### config.mk
export PLATFORM = sky130hd
export DESIGN_NAME = float_to_int16_scaler
export DESIGN_NICKNAME = d
export VERILOG_FILES = /design/src/hw/rtl/f2i16_pkg.sv /design/src/hw/rtl/float_to_int16_scaler.sv
export SDC_FILE = /design/constraint.sdc
export NUM_CORES = 2
export LEC_CHECK = 0
export BUFFER_PORTS_ARGS = -buffer_cell sky130_fd_sc_hd__buf_2
export CORE_MARGIN = 8
export CORE_UTILIZATION = 55
export CTS_CLUSTER_DIAMETER = 200
export DETAILED_ROUTE_END_ITERATION = 8
export HOLD_SLACK_MARGIN = 0.06
export PLACE_DENSITY = 0.75
export SLEW_MARGIN = 20
export SYNTH_ARGS = -nofsm -noshare
export SYNTH_HDL_FRONTEND = slang
export SYNTH_SLANG_ARGS = --single-unit
### constraint.sdc
create_clock -name clk -period 7.38 [get_ports clk]
set_clock_uncertainty 0.15 [all_clocks]
set_input_delay 1.107 -clock clk [delete_from_list [all_inputs] [get_ports clk]]
set_output_delay 1.107 -clock clk [all_outputs]
set_load 0.005 [all_outputs]
### src/hw/rtl/f2i16_pkg.sv
// Shared types and constants for the float32 scale-and-convert pipeline.
// No dependencies.
package f2i16_pkg;

  localparam logic [31:0] SCALE_RESET = 32'h3F80_0000;
  localparam int unsigned EXP_OFFSET  = 253;
  localparam logic [7:0]  EXP_SPECIAL = 8'hFF;

  typedef struct packed {
    logic        sign;
    logic        nan;
    logic        inf;
  } flags_t;

  // leading zero count of a 48-bit product, 48 when the word is zero
  function automatic logic [5:0] lzc48(input logic [47:0] m);
    logic [5:0] n;
    logic       found;
    n = 6'd48;
    found = 1'b0;
    for (int i = 47; i >= 0; i--) begin
      if (!found && m[i]) begin
        n = 6'(47 - i);
        found = 1'b1;
      end
    end
    return n;
  endfunction

endpackage

### src/hw/rtl/float_to_int16_scaler.sv
// Top level: float32 sample times float32 scale, RNE to float32, then clamp and
// half-up round to signed 16 bits. Depends on f2i16_pkg.
//
// Usage: one beat enters per cycle while s_tready is high, and each result passes
// through five register stages (unpack and 24x24 multiply, leading-zero count,
// normalize and round, align shift, clamp and output) before it leaves. Each stage
// holds while the one after it is full and stalled, so a finished result may wait
// on m_tready while new beats keep entering.
// The scale factor resets to 1.0 and is written through cfg_valid/cfg_data;
// write it only while the pipeline is empty.
module float_to_int16_scaler
  import f2i16_pkg::*;
(
  input  logic        clk,
  input  logic        rst,
  input  logic        cfg_valid,
  output logic        cfg_ready,
  input  logic [31:0] cfg_data,
  input  logic        s_tvalid,
  output logic        s_tready,
  input  logic [31:0] s_tdata,   // [31:0] sample_bits
  output logic        m_tvalid,
  input  logic        m_tready,
  output logic [23:0] m_tdata    // [15:0] word_value, [16] was_saturated, [17] was_nan
);

  logic [31:0] scale;

  logic        va, vb, vc, vd, ve;
  logic        ready_a, ready_b, ready_c, ready_d, ready_e;

  logic [47:0] a_prod;
  logic [8:0]  a_esum;
  flags_t      a_fl;

  logic [47:0] b_prod;
  logic [8:0]  b_esum;
  logic [5:0]  b_lz;
  flags_t      b_fl;

  logic [24:0] c_sig;
  logic signed [10:0] c_exp;
  flags_t      c_fl;

  logic [16:0] d_int;
  logic        d_half;
  logic        d_rest;
  logic        d_big;
  flags_t      d_fl;

  logic [15:0] e_word;
  logic        e_sat;
  logic        e_nan;

  assign ready_e  = !ve || m_tready;
  assign ready_d  = !vd || ready_e;
  assign ready_c  = !vc || ready_d;
  assign ready_b  = !vb || ready_c;
  assign ready_a  = !va || ready_b;
  assign s_tready = ready_a;
  assign cfg_ready = 1'b1;

  always_ff @(posedge clk) begin
    if (rst) begin
      scale <= SCALE_RESET;
    end else if (cfg_valid) begin
      scale <= cfg_data;
    end
  end

  // stage A: unpack and multiply significands
  logic [7:0]  ea, eb;
  logic [22:0] fa, fb;
  logic [23:0] ma, mb;
  logic        a_nan_in, s_nan_in, a_inf_in, s_inf_in, a_zero_in, s_zero_in;
  flags_t      fl_in;

  always_comb begin
    ea = s_tdata[30:23];
    fa = s_tdata[22:0];
    eb = scale[30:23];
    fb = scale[22:0];
    ma = {ea != 8'd0, fa};
    mb = {eb != 8'd0, fb};
    a_nan_in  = (ea == EXP_SPECIAL) && (fa != 23'd0);
    s_nan_in  = (eb == EXP_SPECIAL) && (fb != 23'd0);
    a_inf_in  = (ea == EXP_SPECIAL) && (fa == 23'd0);
    s_inf_in  = (eb == EXP_SPECIAL) && (fb == 23'd0);
    a_zero_in = (ea == 8'd0) && (fa == 23'd0);
    s_zero_in = (eb == 8'd0) && (fb == 23'd0);
    fl_in.sign = s_tdata[31] ^ scale[31];
    fl_in.nan  = a_nan_in || s_nan_in || (a_inf_in && s_zero_in) || (s_inf_in && a_zero_in);
    fl_in.inf  = (a_inf_in || s_inf_in) && !fl_in.nan;
  end

  always_ff @(posedge clk) begin
    if (rst) begin
      va <= 1'b0;
    end else if (ready_a) begin
      va <= s_tvalid;
    end
  end

  always_ff @(posedge clk) begin
    if (ready_a) begin
      a_prod <= {24'd0, ma} * {24'd0, mb};
      a_esum <= 9'((ea == 8'd0) ? 8'd1 : ea) + 9'((eb == 8'd0) ? 8'd1 : eb);
      a_fl   <= fl_in;
    end
  end

  // stage B: leading zero count
  always_ff @(posedge clk) begin
    if (rst) begin
      vb <= 1'b0;
    end else if (ready_b) begin
      vb <= va;
    end
  end

  always_ff @(posedge clk) begin
    if (ready_b) begin
      b_prod <= a_prod;
      b_esum <= a_esum;
      b_lz   <= lzc48(a_prod);
      b_fl   <= a_fl;
    end
  end

  // stage C: normalize and round to 24 significant bits, nearest even
  logic [47:0] mn;
  logic        rnd;
  logic signed [10:0] exp_next;

  always_comb begin
    mn  = b_prod << b_lz;
    rnd = mn[23] && (mn[24] || (mn[22:0] != 23'd0));
    exp_next = $signed({2'b00, b_esum}) - $signed(11'(EXP_OFFSET))
               - $signed({5'd0, b_lz});
  end

  always_ff @(posedge clk) begin
    if (rst) begin
      vc <= 1'b0;
    end else if (ready_c) begin
      vc <= vb;
    end
  end

  always_ff @(posedge clk) begin
    if (ready_c) begin
      c_sig <= {1'b0, mn[47:24]} + 25'(rnd);
      c_exp <= (b_prod == 48'd0) ? -11'sd300 : exp_next;
      c_fl  <= b_fl;
    end
  end

  // stage D: align to fixed point, value = sig * 2^(exp-23)
  logic [41:0] aligned;
  logic [4:0]  shamt;
  logic        tiny;

  always_comb begin
    tiny    = c_exp < -11'sd2;
    shamt   = tiny ? 5'd0 : 5'(c_exp + 11'sd2);
    aligned = tiny ? 42'd0 : ({17'd0, c_sig} << shamt);
  end

  always_ff @(posedge clk) begin
    if (rst) begin
      vd <= 1'b0;
    end else if (ready_d) begin
      vd <= vc;
    end
  end

  always_ff @(posedge clk) begin
    if (ready_d) begin
      d_big  <= c_exp > 11'sd15;
      d_int  <= aligned[41:25];
      d_half <= aligned[24];
      d_rest <= aligned[23:0] != 24'd0;
      d_fl   <= c_fl;
    end
  end

  // stage E: clamp and half-up round
  logic        sat_next;
  logic [16:0] mag;
  logic [15:0] word_next;

  always_comb begin
    if (!d_fl.sign) begin
      sat_next = d_fl.inf || d_big || (d_int > 17'd32767)
                 || ((d_int == 17'd32767) && (d_half || d_rest));
      mag = d_int + 17'(d_half);
    end else begin
      sat_next = d_fl.inf || d_big || (d_int > 17'd32768)
                 || ((d_int == 17'd32768) && (d_half || d_rest));
      mag = d_int + 17'(d_half && d_rest);
    end
    if (d_fl.nan) begin
      word_next = 16'd0;
    end else if (sat_next) begin
      word_next = d_fl.sign ? 16'h8000 : 16'h7FFF;
    end else begin
      word_next = d_fl.sign ? 16'(17'd0 - mag) : mag[15:0];
    end
  end

  always_ff @(posedge clk) begin
    if (rst) begin
      ve <= 1'b0;
    end else if (ready_e) begin
      ve <= vd;
    end
  end

  always_ff @(posedge clk) begin
    if (ready_e) begin
      e_word <= word_next;
      e_sat  <= sat_next && !d_fl.nan;
      e_nan  <= d_fl.nan;
    end
  end

  assign m_tvalid = ve;
  assign m_tdata  = {6'd0, e_nan, e_sat, e_word};

endmodule

After elaboration in Yosys (flattened, before gate mapping) --
Cells that the tools add are included.
Word-level totals: register bits after elaboration 243, output and inout bits 27, word-level logic and storage cells 352
Operators by class: $add $sub $neg 8, $mul 1, magnitude comparators 4, eq/ne operators 4, shift operators 2, mux-type cells 150, bitwise logic cells 1, reduce and logical (&&, ||, !) cells 146
Operator list (count):
- $mux 6 | 32
- $mux 1 | 96
- $reduce_bool 23->1 | 3
- $mux 16 | 4
- $logic_and 1x1->1 | 61
- $logic_not 1->1 | 54
- $logic_not 48->1 | 1
- $mul 24x24->48 | 1
- $shl 48x6->48 | 1
- $logic_not 23->1 | 2
- $shl 25x5->42 | 1
- $add 16x1->16 | 2
- $mux 4 | 8
- $add 24x1->25 | 1
- $mux 24 | 1
- $reduce_bool 24->1 | 1
- $eq 17x15->1 const B | 1
- $eq 17x16->1 const B | 1
- $gt 17x15->1 const B | 1
- $gt 17x16->1 const B | 1
- $eq 8x8->1 const B | 2
- $logic_not 8->1 | 2
- $logic_or 1x1->1 | 16
- $mux 8 | 2
- other kinds (16) | 21

Depth between registers and ports, before layout --
word-level depth 193, gate-level depth with buffers 26

Worst setup path after synthesis --
No wires, ideal clock.
path type input to register, from in s_tdata[23], to reg a_prod[46] (data pin), setup time 276 ps, arrival 7494 ps, required time 6954 ps, slack -540 ps, cell stages on the path 23, path through nor4_1 -> nand2_1 -> clkbuf_1 -> and2_1 -> fa_1 -> fa_1 -> fa_1 -> inv_1 -> fa_1 -> fa_1 -> fa_1 -> inv_1 -> fa_1 -> ha_1 -> a211oi_1 -> o21ai_0 -> o2111a_1 -> o21a_1 -> o21ai_0 -> o21ai_0 -> a31oi_1 -> o311ai_0 -> xor2_1
On the way: cells in the longest elaborated chain, start to end 2
Ends and longest elaborated chain:
- from (decl) | RTL line float_to_int16_scaler.sv:21 | input logic [31:0] s_tdata,
- $reduce_bool 8->1 | RTL line float_to_int16_scaler.sv:83 | ma = {ea != 8'd0, fa};
- $mul 24x24->48 | RTL line float_to_int16_scaler.sv:106 | a_prod <= {24'd0, ma} * {24'd0, mb};
- to (signal assigned) | RTL line float_to_int16_scaler.sv:106
- to (decl) | RTL line float_to_int16_scaler.sv:32 | logic [47:0] a_prod;
No other way between the ends. A chain may end at the register's enable or synchronous reset.

Worst setup path in the final report --
from in s_tdata[29], to reg a_prod[40] (data pin)
The elaborated chain is that of the path after synthesis.

==> results.md <==
- Cell Count Post-Placement: 4413
- Min-delay worst type: flop to flop
- H-tree depth: 1
- Number of global-route vias before repair: around 27000
- Top_reg_cell synth: edfxtp_1
- Cell Pwr Density: between 400 and 500 mW/mm²
- Fmax: approximately 140 MHz
- Hold Fails Final Rpt: 0
- Clk_lat worst skew: roughly 0.59 ns
- Port Buffers: 88
- Critical Path AT: ~7.5 ns
- Initial antenna violation count: 1
- Fraction of registers with async set/reset: 0
- Storage cell area: about 0.0069 mm²
- Dpl hpwl: between 60000 and 70000 µm
- Max stage delay on crit path: ~0.56 ns
- Core Rows: 90
- Seq cells post-synth: 243
- Initial Utilization: 0.558
- Hold Crit Depth: 0
- Syn avg cell area: ~9.5 µm²
- Distinct cell type count after synthesis: about 80
- Slew headroom: 0.238
- Busiest grt layer: met2
- Die area: slightly below 0.07 mm²
- Synth Cell Area: approximately 0.034 mm²
- Most common cell in the synthesized netlist: inv_1
- Yosys warns: 0
- EDFF count, synth: around 210
- Die H: around 260 µm
- Routed WL: between 80000 and 90000 µm
- Iteration count of the initial detailed-routing pass: 8
- WP buf/inv: 3
- Hold_ws: roughly 0.27 ns
- Max_cap viols: 0
- Critical path data required time: ~7.7 ns
- Top-Level Pins: 96
- Cells along the critical path: buf_2 -> nor4_4 -> nand2_4 -> and2_4 -> fa_1 -> fa_1 -> fa_1 -> inv_1 -> fa_1 -> fa_1 -> fa_1 -> inv_1 -> fa_1 -> ha_4 -> a211oi_4 -> o21ai_1 -> o2111a_1 -> o21a_1 -> o21ai_2 -> o21ai_2 -> a31o_2 -> a2111oi_4 -> nand3b_1
- Setup violators final: 0
- Final Max Tran Viols: 0
- Pre-CTS WS: -0.545 ns
- CTS tree: yes
- Clock transition at path regs: ~0.060 ns
- Static Leakage: about 17 nW
- Crit-path most repeated cell: fa_1
- Wire length per cell: 19.1 µm
- Total GRT Usage: 0.242
- Total power: around 15 mW
- Nets: ~4400
- Worst vdd ir: between 0.4 and 0.5 mV
- Met2 GRT Util: 0.411
- CTS max path bufs: 3
- Clock sink total: ~240
- Reg2Reg Depth: 20
- Via density: approximately 6
- Num CTS Buffers: 27
- Gpl congestion: between 0.9 and 1
- Synth area leaders: fa_1, edfxtp_1, ha_1
- Initial drt markers: roughly 2400
- CP max FO: 4
- Area Overhead vs Synth: 9.88%
- Via count: between 20000 and 30000
- Die width: around 260 µm
- Crit. End Element: flop
- Post-DRT Antenna Nets: 0
- Worst-margin pin slew: between 1 and 1.5 ns
- Synth cell count leaders: inv_1, nand2_1, fa_1, and2_1, edfxtp_1
- Root buf cell: clkbuf_16
- Filler cell count: between 4000 and 5000
- Largest net degree at the start of global routing: 67
- Tcrit/Tclk final: 0.980
- Core area: 0.0605 mm²
- GR Overflow Total: 0
- Top delay family on crit path: adder cells
- Yosys top cell by area: fa_1
- Startpoint Class: input port
- Met1 usage: 0.317
- Global-route wire length before repair: between 100000 and 150000 µm
- Critical path depth: 23
- Min Tclk post-route: 7.23 ns
- Grt met3 use: 0.0317
- Final setup margin: approximately 0.15 ns
- DR DRC count: 0
- Fraction of layout cells with a size suffix above 1: 0.132
- Critical path's slowest cell: fa_1
- Post-Synthesis Cells: 3539
- Sequential-to-total area share from yosys stat: 0.205
- Multi-input gate area: ~0.024 mm²
- Top cell type's share of synthesized area: 0.287
- Worst setup path category: input port to flop
- Post-Layout Cell Count: ~4500
- Status: finished, final reports clean
## routing by layer
layer,share of wire,vias to the layer above
met5,0,-
met1,0.40,12973
li1,-,11856
met3,0.069,206
met2,0.49,1073
met4,0.038,0
## path summary, 6_finish.rpt
| kind | slack (ns) | from | end |
|---|---|---|---|
| hold reg to reg | 0.27 | c_fl[2] | d_fl[2] |
| setup / recovery | 0.15 | s_tdata[29] | a_prod[40] |
| setup reg to reg | 0.24 | scale[1] | a_prod[46] |
| hold / removal | 0.27 | c_fl[2] | d_fl[2] |
## cells by family after synthesis
group / share of synthesized area
compound gates: 0.0772
other cells: 0.000223
xor+xnor: 0.0278
flops: 0.205
fa+ha+maj: 0.359
simple gates: 0.169
buf+inv: 0.0861
mux: 0.0754
## registers in the layout (all words and copies together), names as in the netlist, 3 cells and up
register / count
a_esum: 9
a_fl: 3
a_prod: 48
b_esum: 9
b_fl: 3
b_lz: 6
b_prod: 48
c_exp: 11
c_fl: 3
c_sig: 25
d_fl: 3
d_int: 17
e_word: 16
scale: 32
## power by group
| part | total [mW] | internal [mW] | switching [mW] |
|---|---|---|---|
| combinational | 11.0 | 5.10 | 5.87 |
| clock | 1.40 | 0.788 | 0.615 |
| sequential | 2.95 | 2.39 | 0.558 |
| total | 15.3 | 8.28 | 7.04 |
## layout by cell type (no fill, tap or decap), drive strengths merged, types with 47 or more instances in the layout
master / Yosys / routed
inv: 547 / 552
nand2: 485 / 485
fa: 484 / 484
buf: 38 / 290
and2: 216 / 216
edfxtp: 206 / 206
ha: 194 / 194
nor2: 187 / 187
a21oi: 100 / 100
mux2i: 83 / 83
o21ai: 75 / 75
xnor2: 69 / 69
mux4: 59 / 59
nor3: 50 / 50
nor4: 47 / 47
## stage by stage
step / util / cell area, µm² / TNS (ns)
3_5_place_dp: 0.596 / 36000 / -6.56
6_report: 0.613 / 37100 / 0
3_3_place_gp: 0.596 / 36000 / -4.23
2_1_floorplan: - / 33800 / -0.0136
5_1_grt: 0.613 / 37100 / -0.107
4_1_cts: 0.611 / 36900 / 0
## repair_timing
item,CTS,global route
buffers inserted,0,1
hold buffers,0,0
gates resized for setup,0,31
endpoints found under the hold margin,0,0
setup endpoints to repair,0,11
## area by class of cell
| class | instances | share of cell area |
|---|---|---|
| multi-input cells | 2543 | 0.651 |
| flip-flops and latches | 243 | 0.187 |
| repair buffers | 299 | 0.0557 |
| inverters | 547 | 0.0554 |
| well taps | 782 | 0.0264 |
| clock buffers | 29 | 0.0184 |
| clock inverters | 21 | 0.00601 |
| diodes | 1 | 0.0000675 |
Note: power is estimated with default switching activity, not from simulation.
